--- config.mk ---
export PLATFORM = sky130hd
export DESIGN_NAME = salru_ram
export DESIGN_NICKNAME = d
export VERILOG_FILES = /design/src/hw/rtl/salru_ram.sv
export SDC_FILE = /design/constraint.sdc
export NUM_CORES = 1
export LEC_CHECK = 0
export BUFFER_PORTS_ARGS = -buffer_cell sky130_fd_sc_hd__clkbuf_2
export CAP_MARGIN = 20
export CORE_UTILIZATION = 60
export DETAILED_ROUTE_END_ITERATION = 7
export GPL_TIMING_DRIVEN = 0
export PLACE_DENSITY = 0.86
export SLEW_MARGIN = 0
export SYNTH_ARGS = -nofsm -noshare
export SYNTH_HDL_FRONTEND = slang
export SYNTH_SLANG_ARGS = --single-unit
--- constraint.sdc ---
create_clock -name clk -period 2.9 [get_ports clk]
set_input_delay 0.87 -clock clk [delete_from_list [all_inputs] [get_ports clk]]
set_output_delay 0.87 -clock clk [all_outputs]
set_load 0.01 [all_outputs]
--- src/hw/rtl/salru_ram.sv ---
// Generic simple dual-port RAM with one write port and a registered read port.
// Has no dependencies.
`default_nettype none

module salru_ram #(
  parameter int WIDTH = 8,
  parameter int DEPTH = 16
) (
  input  wire                                 clk,
  input  wire                                 we,
  input  wire [((DEPTH > 1) ? $clog2(DEPTH) : 1)-1:0] waddr,
  input  wire [WIDTH-1:0]                     wdata,
  input  wire                                 re,
  input  wire [((DEPTH > 1) ? $clog2(DEPTH) : 1)-1:0] raddr,
  output logic [WIDTH-1:0]                    rdata
);

  logic [WIDTH-1:0] mem [DEPTH];
  logic [WIDTH-1:0] rdata_r;

  always_ff @(posedge clk) begin
    if (we) begin
      mem[waddr] <= wdata;
    end
    if (re) begin
      rdata_r <= mem[raddr];
    end
  end

  assign rdata = rdata_r;

endmodule

`default_nettype wire

---- Word level (Yosys, flattened, before mapping) ----
Memory sizes are Yosys's and may differ from the RTL's. A register that Yosys moved wholly into a read port is not among the register bits.
Cells that the tools add are included.
cells by class
  mux-type cells .......................... 2
operators by type and width
  kind              count
  1-bit 2-to-1 mux  2
word-level totals
  output and inout port bits .............. 8
  memory bits (writable) .................. 128
  register bits ........................... 0
  memories kept ........................... 1
  bits of input ports ..................... 19
memories
  memory  words  width  read ports  clocked after memory_dff  write ports  line  text
  mem     16     8      1           1                         1            18    logic [WIDTH-1:0] mem [DEPTH];

---- Logic depth before layout (Yosys ltp) ----
Gate-level depths: netlist of run 1.
  word-level depth ........................ 2
  mapped depth ............................ 5
  depth with buffers taken out ............ 3

---- Worst setup path after synthesis of run 1 ----
No wires, ideal clock.
  path type ............................... input to register
  start ................................... input waddr[2] (netlist name)
  end ..................................... memory mem[0][0] (enable)
  cell stages on the path ................. 2
  required time ........................... 2.517 ns
  arrival ................................. 1.980 ns
  library setup time ...................... 0.383 ns
  path buffers ............................ 0
  path slack .............................. 0.537 ns
  path through ............................ or3b_2 nor3_1
RTL lines
  what         line  text
  from (decl)  11    input wire [((DEPTH > 1) ? $clog2(DEPTH) : 1)-1:0] waddr,
  to (decl)    18
Straight into the memory's write port.

---- Worst setup path in the final report of run 1 ----
  start ................................... input waddr[2] (netlist name)
  end ..................................... memory mem[0][0] (enable)
Straight into the memory's write port.

==> impl_metrics.json, run 1 <==
{
  "grt_use_met3_pct": 7.50,
  "finalHoldViolCount": 0,
  "max_freq_mhz": 449,
  "crit_family": "simple AND/OR/NAND/NOR gates",
  "cts_tree": "done",
  "ys_seq_area_share_pct": 78.1,
  "grtUsageMet2_pct": 38.9,
  "antenna_found_initial": 0,
  "endpoint_kind": "register",
  "p_leak_nw": 2.04,
  "area_growth_pct": 15.7,
  "worstMarginPinSlew_ns": 0.830,
  "gp_congestion": 0.733,
  "grt_overflow_total": 0,
  "cts-resized-gates": 0,
  "crit_type": "input port to register",
  "critPathMaxFanout": 5,
  "post_cts_buffers": 0,
  "drtAntennaViolNets": 0,
  "clkTransAtPathRegs_ns": 0.06,
  "cts_hold_buf": 0,
  "viasPerCell": 6.43,
  "crit_buf_inv": 2,
  "worst_path_max_delay_cell": "nor3_1",
  "yosys_warnings": 0,
  "hpwl_um": 6150,
  "finalCritPeriodShare_pct": 76.8,
  "final_cell_mix": "136 x edfxtp_1, 25 x clkbuf_2, 18 x mux4_2",
  "syn_area_sq_mm": 0.00523,
  "vias": 2541,
  "clock_latency_ns": 0.52,
  "drt_iter0_drc": 271,
  "nets": 296,
  "power.density_mw_per_mm2": 726,
  "rsz0062_at_grt": "no",
  "whs_ns": 0.721,
  "slew_headroom_pct": 44.4,
  "cts_max_path_buffers": 2,
  "final-seq-area_sq_mm": 0.00408,
  "synth_cells": 229,
  "track_usage_pct": 24.9,
  "cts_root_buf": "clkbuf_8",
  "cp_cell_sequence": "clkbuf_2, or3b_2, nor3_1, buf_4",
  "grt_pass1_vias": 2479,
  "grt.busiest_layer": "met2",
  "dr.pass1.iters": 7,
  "synth_area_leaders": "edfxtp_1 78%, mux4_2 7.8%, mux4_1 7.0%",
  "fin_crit_ns": 2.23,
  "ys_ff_latch": 136,
  "antenna_cells": 0,
  "synth_top_area_share_pct": 78.1,
  "syn_area_per_cell_sq_um": 22.8,
  "rows": 33,
  "dieArea_sq_mm": 0.00909,
  "io_pins": 27,
  "placed_cells": 362,
  "crit_arrival_ns": 2.45,
  "critPathLaunchType": "input port",
  "use_met1_pct": 33.7,
  "core_area_sq_mm": 0.00834,
  "cpPeakStageDelay_ns": 0.65,
  "setup_viol": 0,
  "drv_cap": 0,
  "grt_first_pass_wirelength_um": 14800,
  "final_cells": 395,
  "yosysTopAreaCell": "edfxtp_1",
  "tns_ns": 0,
  "final_layout_size_suffix_gt1_share_pct": 28.3,
  "peakVddDrop_uv": 478,
  "fin_worst_skew_ns": 0.0183,
  "status": "complete, no violations",
  "maxSlewViolCount": 0,
  "wl_per_cell_um": 25.7,
  "yosysUniqueCellTypes": 18,
  "cts.sinks": 136,
  "synthesis.nets": 248,
  "final_common_cell": "edfxtp_1",
  "min_path_type": "input port to register",
  "multi_input_area_sq_mm": 0.00106,
  "r2r_setup_slack_ns": 1.33,
  "wl_um": 10100,
  "fillers": 463,
  "fp.dieW_um": 95.3,
  "drc": 0,
  "cts_max_level": 4,
  "start_util_pct": 62.7,
  "cts_buffers": 17,
  "crit_required_ns": 3.12,
  "io_buffers": 25,
  "dieHeight_um": 95.3,
  "grt_max_degree": 17
}
[synthesized netlist by cell type]
cell type        instances
a22oi_1                 16
and2_1                   1
and2b_1                  1
buf_2                    3
buf_4                    1
buf_6                    3
clkdlybuf4s25_2          3
edfxtp_1               136
mux4_1                  14
mux4_2                  18
nand2_1                  9
nand2b_1                 2
nand3_1                  1
nand3b_1                 2
nor2_1                  13
nor2b_1                  1
nor3_1                   4
or3b_2                   1
[cells by family after synthesis]
group | share of synthesized area, %
flops | 78.1
simple gates | 3.14
mux | 14.8
compound gates | 2.30
buf+inv | 1.65
[through the flow]
stage	area, sq um	utilization [%]	power (mW)	worst slack (ns)
final	6050	72.5	4.39	0.674
after global routing	6050	72.5	4.50	0.610
after CTS	6040	72.4	4.40	0.696
after detailed placement	5500	66.0	2.47	0.214
after global placement	5480	65.8	2.46	0.00721
after floorplan	5230	-	2.38	0.537
[area by class of cell]
type | count | share of cell area [%]
tap | 105 | 2.17
timing repair buffer | 29 | 2.52
clock inverter | 11 | 1.76
buffer | 10 | 1.43
clock buffer | 21 | 7.10
sequential | 136 | 67.5
multi-input combinational | 83 | 17.5
[final timing paths]
path | from | end | cells past startpoint
worst max-delay path | waddr[2] | mem[0][0] | 4
worst min-delay path | re | rdata[4] | 1
worst max register to register | mem[6][0] | rdata[0] | 3
worst min register to register | mem[8][3] | rdata[3] | 3
[sequential cells by signal (all words and copies together) (netlist names)]
register  cells
mem         128
rdata         8
[report_power, final]
group / switching [mW] / internal [mW] / leakage (nW) / total (mW)
sequential: 0.0114 / 2.22 / 1.24 / 2.23
clock: 0.741 / 1.21 / 0.260 / 1.95
combinational: 0.127 / 0.0859 / 0.543 / 0.213
total: 0.880 / 3.51 / 2.04 / 4.39
[routing by layer]
metal,part of all wire (%),vias to the layer above
li1,-,1078
met5,0,-
met1,38,1284
met3,8.4,14
met4,1.6,0
met2,52,165
Power figures use the tool's default switching activity.
==> inputs of run 2 (changes only) <==
Settings changed: ABC_AREA set to 1, CORE_UTILIZATION 60 to 55, PLACE_DENSITY 0.86 to 0.83.
Clock period 2.9 ns to 1.99 ns, I/O delays scaled along.
==> run 2 against run 1 <==
  * The run now ends with design-rule violations left
  * Clock skew decreased by 0.010 ns
  * Via count increased by 60%
  * Clock-buffer cell count decreased by 3
  * Sequential power increased by 45%
  * Core utilization decreased by 8.0 points
  * Register-to-register slack got worse by 0.53 ns
  * Global-route usage increased by 1.3 points
  * Power increased by 47%
  * Clock power increased by 44%
  * Wire length increased by 34%
  * Synthesized area increased by 12%
  * First-iteration DRC count increased by 120%
  * Highest routed layer unchanged
==> impl_metrics.json, run 2 <==
{
  "cp.depth": 1,
  "crit_family": "flip-flops",
  "peakVddDrop_uv": 649,
  "min_path_type": "input port to register",
  "wl_um": 13600,
  "cpPeakStageDelay_ns": 0.36,
  "power_mw": 6.47,
  "r2r_cells": 6,
  "drtAntennaViolNets": 0,
  "wl_per_cell_um": 18.4,
  "grt_pass1_vias": 3804,
  "yosysUniqueCellTypes": 11,
  "cp_cell_sequence": "clkbuf_2",
  "crit_buf_inv": 1,
  "r2r_setup_slack_ns": 0.80,
  "viasPerCell": 5.50,
  "post_cts_buffers": 0,
  "crit_required_ns": 1.39,
  "final-seq-area_sq_mm": 0.00408,
  "drt_iter0_drc": 585,
  "worstMarginPinSlew_ns": 0.834,
  "yosysTopAreaCell": "edfxtp_1",
  "synth-main-ff-cell": "edfxtp_1",
  "final_cell_mix": "173 x nand2_1, 136 x edfxtp_1, 100 x inv_1",
  "largest_register_ff_count": 128,
  "whs_ns": 0.418,
  "critPathLaunchType": "register",
  "nets": 612,
  "fillers": 747,
  "synthTopCellsByCount": "173 x nand2_1, 136 x edfxtp_1, 100 x inv_1, 97 x nand3_1, 17 x nor2_1",
  "vias": 4078,
  "cts_max_level": 4,
  "holdPathStages": 1,
  "synth_edf_count": 136,
  "drv_cap": 0,
  "cts_hold_buf": 0,
  "clock_latency_ns": 0.53,
  "tns_ns": 0,
  "synth_top_area_share_pct": 69.8,
  "ys_ff_latch": 136,
  "crit_path_start": "rdata[7]",
  "ys_seq_area_share_pct": 69.8,
  "finalCritPeriodShare_pct": 81.4,
  "grt_first_pass_wirelength_um": 20500,
  "start_util_pct": 56.6,
  "grt_overflow_total": 0,
  "cts_root_buf": "clkbuf_8",
  "p_leak_nw": 2.89,
  "clkTransAtPathRegs_ns": 0.06,
  "cts_max_path_buffers": 2,
  "r2r-start": "mem[13][3]",
  "cts.sinks": 136,
  "hpwl_um": 8740,
  "crit_type": "register to primary output",
  "gp_congestion": 0.916,
  "postSynth.asyncResetShare_pct": 0,
  "maxSlewViolCount": 0,
  "min-delay-start": "re",
  "endpoint_kind": "primary output",
  "critPathMaxFanout": 1,
  "dieHeight_um": 105,
  "failed_checks": "design-rule violations",
  "io_buffers": 23,
  "status": "finished with violations",
  "max_freq_mhz": 617,
  "crit_arrival_ns": 1.02,
  "synth_cells": 551,
  "io_pins": 27,
  "largest_register": "mem",
  "fp.dieW_um": 105,
  "yosys_warnings": 0,
  "drc": 2,
  "rows": 37,
  "slew_headroom_pct": 44.2,
  "final_common_cell": "nand2_1",
  "grt_max_degree": 17,
  "yosysMostFrequentCell": "nand2_1",
  "track_usage_pct": 26.2,
  "dr.pass1.iters": 8,
  "power.density_mw_per_mm2": 971,
  "fin_crit_ns": 1.62,
  "worst_path_max_delay_cell": "edfxtp_1",
  "antenna_found_initial": 0,
  "synth_area_leaders": "edfxtp_1 70%, nand2_1 11%, nand3_1 8.3%",
  "fin_worst_skew_ns": 0.00791,
  "cts_tree": "done",
  "area_growth_pct": 13.9,
  "cts_buffers": 17,
  "crit_end": "rdata[7]",
  "final_layout_size_suffix_gt1_share_pct": 12.2,
  "setup_viol": 0,
  "finalHoldViolCount": 0,
  "cts-resized-gates": 0,
  "syn_area_per_cell_sq_um": 10.6,
  "antenna_cells": 0,
  "worstReg2RegEnd": "rdata[3]",
  "dieArea_sq_mm": 0.0110,
  "core_area_sq_mm": 0.0103,
  "rsz0062_at_grt": "no",
  "synthesis.nets": 570,
  "syn_area_sq_mm": 0.00585,
  "multi_input_area_sq_mm": 0.00121
}
## run 2: changes by cell type after synthesis, sizes merged, moves of 2 or more
cell	previous run	this run
nand2	9	173
inv	0	102
nand3	1	97
mux4	32	0
buf	7	24
a22oi	16	0
nor2	13	17
nor3	4	0
clkdlybuf4s25	3	0
nand2b	2	0
## run 2: final cells by class
class                      count  share of cell area, %
sequential                   136                   61.3
multi-input combinational    289                   18.2
tap                          136                   2.55
buffer                        24                   2.50
inverter                     102                   5.75
timing repair buffer          23                   1.73
clock inverter                14                   1.65
clock buffer                  18                   6.27
## run 2: per-layer routing
layer	wire, um	GRT usage [%]	vias to the layer above	share of wire, %
li1	-	-	1865	-
met1	5320	35.8	1885	39
met2	6440	40.3	280	47
met3	1470	6.05	48	11
met4	415	12.1	0	3.0
met5	0	0	-	0
## run 2: cells by family (layout without fill, tap and decap cells)
group                  Yosys count  in the layout  synth area share (%)
buffers and inverters          126            181                  9.39
AND/OR/NAND/NOR                289            289                  20.8
flip-flops                     136            136                  69.8
## run 2: worst min-delay path by stage
stage               end  slack (ns)
3_5_place_dp   rdata[7]        0.75
2_1_floorplan  rdata[0]        0.68
6_report       rdata[2]        0.42
4_1_cts        rdata[2]        0.41
3_3_place_gp   rdata[7]        0.75
5_1_grt        rdata[2]        0.44
## run 2: power breakdown
| part | switching (mW) | internal, mW |
|---|---|---|
| Combinational | 0.301 | 0.120 |
| Clock | 1.17 | 1.64 |
| Sequential | 0.0158 | 3.23 |
## run 2: metrics by stage
step	instance area [sq um]	utilization (%)	setup slack, ns	instances
floorplan	5850	-	0.442	551
detailed placement	6130	59.4	-0.0119	710
finish	6660	64.5	0.370	742
global placement	6130	59.4	0.0221	710
global route	6660	64.5	0.328	742
CTS	6660	64.5	0.338	742
