<file path="src/hw/rtl/salru_pkg.sv">
// Package for the set-associative LRU tag lookup core.
// Holds the field widths, configuration register indexes and reset values.
// Has no dependencies.
`default_nettype none

package salru_pkg;

  localparam int ADDR_W     = 32;
  localparam int TAG_W      = 32;
  localparam int COUNT_W    = 32;
  localparam int WAY_OUT_W  = 3;
  localparam int CFG_W      = 4;
  localparam int CFG_IDX_W  = 2;
  localparam int IDX_FLD_W  = (1 << CFG_W) - 1;
  localparam int NWAYS_W    = CFG_W + 1;

  localparam int MAX_WAYS_DEF  = 8;
  localparam int MAX_SETS_DEF  = 256;
  localparam int ADDR_BITS_DEF = 32;

  localparam logic [CFG_IDX_W-1:0] CFG_OFFSET_BITS = 2'd0;
  localparam logic [CFG_IDX_W-1:0] CFG_INDEX_BITS  = 2'd1;
  localparam logic [CFG_IDX_W-1:0] CFG_WAYS_USED   = 2'd2;

  localparam logic [CFG_W-1:0] OFFSET_BITS_RST = 4'd6;
  localparam logic [CFG_W-1:0] INDEX_BITS_RST  = 4'd8;
  localparam logic [CFG_W-1:0] WAYS_USED_RST   = 4'd8;

  function automatic int rank_w(input int n);
    rank_w = (n > 1) ? $clog2(n) : 1;
  endfunction

endpackage

`default_nettype wire

</file>
<file path="src/hw/rtl/salru_set_logic.sv">
// Hit detection, victim choice and recency update for one set.
// Depends on salru_pkg.
`default_nettype none

module salru_set_logic #(
  parameter int MAX_WAYS = salru_pkg::MAX_WAYS_DEF
) (
  input  wire [MAX_WAYS-1:0]                                    en,
  input  wire [MAX_WAYS-1:0]                                    valid,
  input  wire [MAX_WAYS*salru_pkg::rank_w(MAX_WAYS)-1:0]        rank,
  input  wire [MAX_WAYS*salru_pkg::TAG_W-1:0]                   tag_row,
  input  wire [salru_pkg::TAG_W-1:0]                            tag,
  output logic                                                  hit,
  output logic [salru_pkg::rank_w(MAX_WAYS)-1:0]                chosen,
  output logic [MAX_WAYS-1:0]                                   upd_valid,
  output logic [MAX_WAYS*salru_pkg::rank_w(MAX_WAYS)-1:0]       upd_rank,
  output logic [MAX_WAYS*salru_pkg::TAG_W-1:0]                  upd_tag_row
);

  localparam int RW = salru_pkg::rank_w(MAX_WAYS);
  localparam int TW = salru_pkg::TAG_W;

  logic [RW-1:0] rk [MAX_WAYS];
  logic [RW-1:0] hit_way;
  logic [RW-1:0] inv_way;
  logic [RW-1:0] lru_way;
  logic [RW-1:0] best;
  logic [RW-1:0] cur_rank;
  logic          any_inv;

  always_comb begin
    for (int w = 0; w < MAX_WAYS; w++) begin
      rk[w] = rank[w*RW +: RW];
    end

    hit     = 1'b0;
    hit_way = '0;
    any_inv = 1'b0;
    inv_way = '0;
    for (int w = MAX_WAYS - 1; w >= 0; w--) begin
      if (en[w] && valid[w] && (tag_row[w*TW +: TW] == tag)) begin
        hit     = 1'b1;
        hit_way = RW'(w);
      end
      if (en[w] && !valid[w]) begin
        any_inv = 1'b1;
        inv_way = RW'(w);
      end
    end

    lru_way = '0;
    best    = rk[0];
    for (int w = 1; w < MAX_WAYS; w++) begin
      if (en[w] && (rk[w] < best)) begin
        best    = rk[w];
        lru_way = RW'(w);
      end
    end

    if (hit) begin
      chosen = hit_way;
    end else if (any_inv) begin
      chosen = inv_way;
    end else begin
      chosen = lru_way;
    end

    cur_rank    = rk[chosen];
    upd_valid   = valid;
    upd_tag_row = tag_row;
    upd_rank    = rank;
    for (int w = 0; w < MAX_WAYS; w++) begin
      if (RW'(w) == chosen) begin
        upd_valid[w]           = 1'b1;
        upd_rank[w*RW +: RW]   = RW'(MAX_WAYS - 1);
        if (!hit) begin
          upd_tag_row[w*TW +: TW] = tag;
        end
      end else if (rk[w] > cur_rank) begin
        upd_rank[w*RW +: RW] = rk[w] - RW'(1);
      end
    end
  end

endmodule

`default_nettype wire

</file>
<file path="config.mk">
export PLATFORM = sky130hd
export DESIGN_NAME = salru_set_logic
export DESIGN_NICKNAME = d
export VERILOG_FILES = /design/src/hw/rtl/salru_pkg.sv /design/src/hw/rtl/salru_set_logic.sv
export SDC_FILE = /design/constraint.sdc
export NUM_CORES = 1
export LEC_CHECK = 0
export BUFFER_PORTS_ARGS = -buffer_cell sky130_fd_sc_hd__buf_2
export CAP_MARGIN = 20
export CORE_AREA = 3 3 238 240
export DETAILED_ROUTE_END_ITERATION = 7
export DIE_AREA = 0 0 241 243
export MAX_ROUTING_LAYER = met4
export SYNTH_ARGS = -nofsm -noshare
export SYNTH_HDL_FRONTEND = slang
export SYNTH_SLANG_ARGS = --single-unit
</file>
<file path="constraint.sdc">
create_clock -name vclk -period 19.95
set_input_delay 0.9975 -clock vclk [all_inputs]
set_output_delay 0.9975 -clock vclk [all_outputs]
set_load 0.1 [all_outputs]
</file>
After elaboration in Yosys (flattened, before gate mapping)
Index checks and enable logic that the tools add are counted.
- muxes and demuxes: 90
- $add $sub $neg: 8
- bitwise operators: 1
- eq/ne operators: 15
- magnitude comparators: 16
- reduce and logical (&&, ||, !) cells: 40
- operators with widths (operator ; count):
    two-way mux 32 bit ; 16
    == test 32 bit ; 8
    two-way mux 3 bit ; 48
    logical AND 1 bit ; 31
    two-way mux 1 bit ; 25
    > comparator 3 bit ; 8
    subtractor 3 x 1 -> 3 bit (second input constant) ; 8
    < comparator 3 bit ; 7
    == test 3 bit (first input constant) ; 4
    binary-select mux 3 bit (select 3 bit) ; 1
    logical NOT 1 bit ; 8
    == test 2 x 3 -> 1 bit (first input constant) ; 2
    >= comparator 4 bit (second input constant) ; 1
    inverter 3 -> 4 bit ; 1
    == test 1 x 3 -> 1 bit (first input constant) ; 1
    logical NOT 3 bit ; 1
- bits in registers: 0
- logic and storage cells: 170

Longest topological paths before layout
- depth in word-level cells: 30
- gate-level depth with buffers: 41
- mapped depth without buffers: 40

Least setup slack after synthesis
No wires, ideal clock.
- path kind: input-to-output
- start: input port rank[2] (netlist name)
- end: output port upd_rank[12] (netlist name)
- stages: 38
- path slack: 8.509 ns
- data arrival time: 10.444 ns
- path buffers: 0
- data required time: 18.952 ns
- cells stage by stage: inv_1 -> ha_1 -> nand2_1 -> o2111ai_2 -> mux2i_1 -> nand2_1 -> a2111oi_2 -> a21oi_1 -> a2111o_1 -> and2_1 -> a211o_1 -> mux2i_1 -> ha_1 -> a2111oi_0 -> inv_1 -> a311oi_2 -> nand4_1 -> o211ai_4 -> (+2 left out) -> ha_1 -> o21ai_0 -> a31oi_1 -> o21ai_0 -> a21oi_1 -> a31oi_1 -> nor2_1 -> a211o_1 -> clkinv_1 -> nand2_1 -> o211ai_1 -> o211ai_1 -> o21ai_0 -> ha_1 -> nor2_1 -> maj3_2 -> a22oi_4 -> mux2i_1
- cells in the longest elaborated chain, start to end: 30
- elaborated cells between the ends (all ways): 37
- those cells by class: 8 x order compare; 1 x eq/ne; 20 x mux; 1 x bitwise; 7 x reduce/logical
- RTL lines (element ; RTL line ; text):
    start, declared ; salru_set_logic.sv:10 ; input wire [MAX_WAYS*salru_pkg::rank_w(MAX_WAYS)-1:0] rank,
    < comparator 3 bit ; salru_set_logic.sv:54 ; if (en[w] && (rk[w] < best)) begin
    logical AND 1 bit ; salru_set_logic.sv:54 ;
    two-way mux 3 bit * ; salru_set_logic.sv:54 ;
    < comparator 3 bit ; salru_set_logic.sv:54 ;
    logical AND 1 bit ; salru_set_logic.sv:54 ;
    two-way mux 3 bit * ; salru_set_logic.sv:54 ;
    < comparator 3 bit ; salru_set_logic.sv:54 ;
    logical AND 1 bit ; salru_set_logic.sv:54 ;
    (+14 left out) ; n/a ;
    two-way mux 3 bit * ; salru_set_logic.sv:60 ; if (hit) begin
    named net chosen, one bit ; salru_set_logic.sv:14 ; output logic [salru_pkg::rank_w(MAX_WAYS)-1:0] chosen,
    inverter 3 -> 4 bit (implied by the code) ; salru_set_logic.sv:68 ; cur_rank = rk[chosen];
    binary-select mux 3 bit (select 3 bit) ; salru_set_logic.sv:68 ;
    two-way mux 3 bit (implied by the code) (2 in a row) ; salru_set_logic.sv:68 ;
    > comparator 3 bit ; salru_set_logic.sv:79 ; end else if (rk[w] > cur_rank) begin
    two-way mux 3 bit ; salru_set_logic.sv:79 ;
    two-way mux 3 bit * ; salru_set_logic.sv:73 ; if (RW'(w) == chosen) begin
    end, declared ; salru_set_logic.sv:16 ; output logic [MAX_WAYS*salru_pkg::rank_w(MAX_WAYS)-1:0] upd_rank,
Mark *: on every way through the listed nets, which the timed path passes. The rest lies on a longest branch. The select of a mux whose other input is x is not followed.

Worst setup path after layout
- start: input port rank[2] (netlist name)
- end: output port upd_rank[4] (netlist name)
- cells in the longest elaborated chain, start to end: 30
- elaborated cells between the ends (all ways): 37
- those cells by class: 8 x order compare; 1 x eq/ne; 20 x mux; 1 x bitwise; 7 x reduce/logical
- RTL lines (element ; RTL line ; text):
    < comparator 3 bit ; salru_set_logic.sv:54 ;
    logical AND 1 bit ; salru_set_logic.sv:54 ;
    two-way mux 3 bit ; salru_set_logic.sv:54 ;
    < comparator 3 bit ; salru_set_logic.sv:54 ;
    logical AND 1 bit ; salru_set_logic.sv:54 ;
    two-way mux 3 bit ; salru_set_logic.sv:54 ;
    < comparator 3 bit ; salru_set_logic.sv:54 ;
    logical AND 1 bit ; salru_set_logic.sv:54 ;
    (+13 left out) ; n/a ;
    two-way mux 3 bit ; salru_set_logic.sv:62 ; end else if (any_inv) begin
    two-way mux 3 bit ; salru_set_logic.sv:60 ;
    inverter 3 -> 4 bit (implied by the code) ; salru_set_logic.sv:68 ;
    binary-select mux 3 bit (select 3 bit) ; salru_set_logic.sv:68 ;
    two-way mux 3 bit (implied by the code) (2 in a row) ; salru_set_logic.sv:68 ;
    > comparator 3 bit ; salru_set_logic.sv:79 ;
    two-way mux 3 bit ; salru_set_logic.sv:79 ;
    two-way mux 3 bit * ; salru_set_logic.sv:73 ;
Every way passes the cells marked *; elsewhere a longest branch is shown, timed or not. The select of a mux whose other input is x is not followed.

==> impl_metrics.json <==
{
  "critPathLaunch": "rank[2]",
  "core.rowCount": 86,
  "grt_usage": 0.2379,
  "dieArea_um2": 58560,
  "overflow": 0,
  "first_global_vias": 11190,
  "critical_path_class": "input pin to output pin",
  "area_delta_synth_final_pct": 41.99,
  "fp.dieW_um": 241,
  "n_fill_cell": 6259,
  "viasPerCell": 4.860,
  "worstPathRequired_ns": 18.95,
  "cts_hold_buf": 0,
  "relSlewSlack": 0.1573,
  "ant_nets": 0,
  "outcome": "finished clean",
  "dp_hpwl_mm": 62.06,
  "post-place-ws_ns": 7.784,
  "wl_met2_mm": 33.79,
  "slew_viol_final": 0,
  "layout_common_cells": "buf_2 (620), mux2_2 (256), xnor2_1 (153)",
  "final_common_cell": "buf_2",
  "period_share": 0.6126,
  "finalHoldViolations": 0,
  "final_util": 0.2334,
  "synth_area_leaders": "mux2_2 (32%), xnor2_1 (15%), xor2_1 (11%), ha_1 (4.2%), clkbuf_1 (3.4%)",
  "wl_per_cell_um": 29.84,
  "drtPass1Iterations": 5,
  "end_kind": "output pin",
  "worst_slew_pin_slew_ns": 1.252,
  "initial_core_util": 0.1644,
  "grt_max_degree": 33,
  "cts_setup_buffers": 0,
  "cp.arrival_ns": 11.22,
  "start_kind": "input pin",
  "coreArea_um2": 54880,
  "leakage_nw": 5.599,
  "wl_met1_mm": 28.70,
  "clkbuf_count": 0,
  "setup-violations-final": 0,
  "wl_met3_mm": 5.215,
  "ctsResizeCount": 0,
  "syn-num-nets": 1517,
  "synth_seq_area_share": 0,
  "gp_congestion": 0.9649,
  "powerDensity_nw_per_um2": 80.71,
  "drc": 0,
  "hp-start": "valid[0]",
  "die_h_um": 243,
  "place_area_um2": 12750,
  "fin_crit_ns": 12.22,
  "antenna_found_initial": 24,
  "grt_pass1_wl_mm": 94.27,
  "yosysTopAreaCell": "mux2_2",
  "maxCapViolCount": 0,
  "synthCells": 1159,
  "nFlopsAndLatches": 0,
  "avgSynthCellArea_um2": 7.782,
  "slowest_stage": "o21ai_2",
  "regArea_um2": 0,
  "slowest_delay_ns": 0.77,
  "drive_gt1_frac": 0.5470,
  "synth.cell_area_um2": 9020,
  "netlist.area_leader.share": 0.3196,
  "rsz0062_at_grt": "false",
  "synth_cell_types": 82,
  "nets": 2051,
  "tns_ns": 0,
  "path_max_fanout": 24,
  "wirelength_mm": 72.07,
  "setup_ws_ns": 7.729,
  "hp-class": "input pin to output pin",
  "fin_area_um2": 12810,
  "hold_end": "upd_valid[0]",
  "max_clock_freq_ghz": 0.08183,
  "port_buffers": 620,
  "multi_input_area_um2": 8529,
  "ys.warnings.count": 0,
  "drt-initial-drc-count": 836,
  "highest_layer": "met4",
  "via_count": 11740,
  "ios": 620,
  "holdPathStages": 3,
  "finalPower_mw": 1.034,
  "vdd_ir_drop_max_mv": 0.07071
}
## synth_stat cells, types with 6 or more instances
| library cell | instances |
|---|---|
| buf_2 | 8 |
| nand2_1 | 80 |
| nand2b_1 | 15 |
| buf_1 | 7 |
| or4_1 | 7 |
| mux2i_1 | 7 |
| nor3_1 | 25 |
| mux2_2 | 256 |
| nor4_1 | 32 |
| o21ai_1 | 7 |
| a31oi_1 | 8 |
| nor2b_1 | 13 |
| clkbuf_1 | 82 |
| nand4_1 | 41 |
| o211ai_1 | 6 |
| nor2_1 | 51 |
| a21oi_1 | 21 |
| o21ai_0 | 20 |
| inv_1 | 35 |
| ha_1 | 30 |
| xnor2_1 | 153 |
| nand3_1 | 17 |
| xor2_1 | 110 |
## logic make-up (layout without fill, tap and decap cells)
logic type | after synthesis | count (layout) | share of synthesized area
buf+inv | 140 | 672 | 0.06159
simple gates | 314 | 314 | 0.1810
other cells | 0 | 20 | 0
mux | 268 | 268 | 0.3336
compound gates | 142 | 142 | 0.1243
fa+ha+maj | 32 | 32 | 0.04411
xor+xnor | 263 | 263 | 0.2554
## worst max-delay path by stage
stage | end | slack [ns] | cells after the start
after floorplan | upd_rank[12] | 8.51 | 38
after global placement | upd_rank[7] | 7.97 | 39
after detailed placement | upd_rank[4] | 7.78 | 39
after CTS | upd_rank[4] | 7.75 | 39
after global routing | upd_rank[4] | 6.82 | 39
final | upd_rank[4] | 7.73 | 39
## where the power goes
part,total (mW),internal [mW],switching (mW)
Clock,0.000000133,0.000000133,0
Combinational,1.03,0.215,0.819
Sequential,0,0,0
## area by class of cell
cell class	instances	share of cell area
Inverter	39	0.01143
Timing Repair Buffer	633	0.2499
Multi-Input combinational cell	1019	0.6660
Antenna cell	20	0.003908
Tap cell	704	0.06878
## routing by layer
layer | track usage | vias up
met4 | 0.1120 | 0
li1 | - | 5285
met2 | 0.3934 | 651
met1 | 0.2788 | 5681
met5 | - | -
met3 | 0.04113 | 119
## worst max-delay path, delay by kind of cell
family | cells | cell delay [ns]
AOI/OAI and AO/OA | 20 | 5.86
adders and majority gates | 4 | 1.20
muxes | 3 | 0.91
buffers and inverters | 5 | 1.15
and+or+nand+nor | 7 | 1.11
## stage by stage
| stage | hold slack, ns | instances |
|---|---|---|
| after CTS | 2.518 | 2394 |
| final | 2.515 | 2415 |
| after global routing | 2.539 | 2414 |
| after floorplan | 2.461 | 1159 |
| after global placement | 2.516 | 2394 |
| after detailed placement | 2.518 | 2394 |
(Power assumes the default switching activity.)
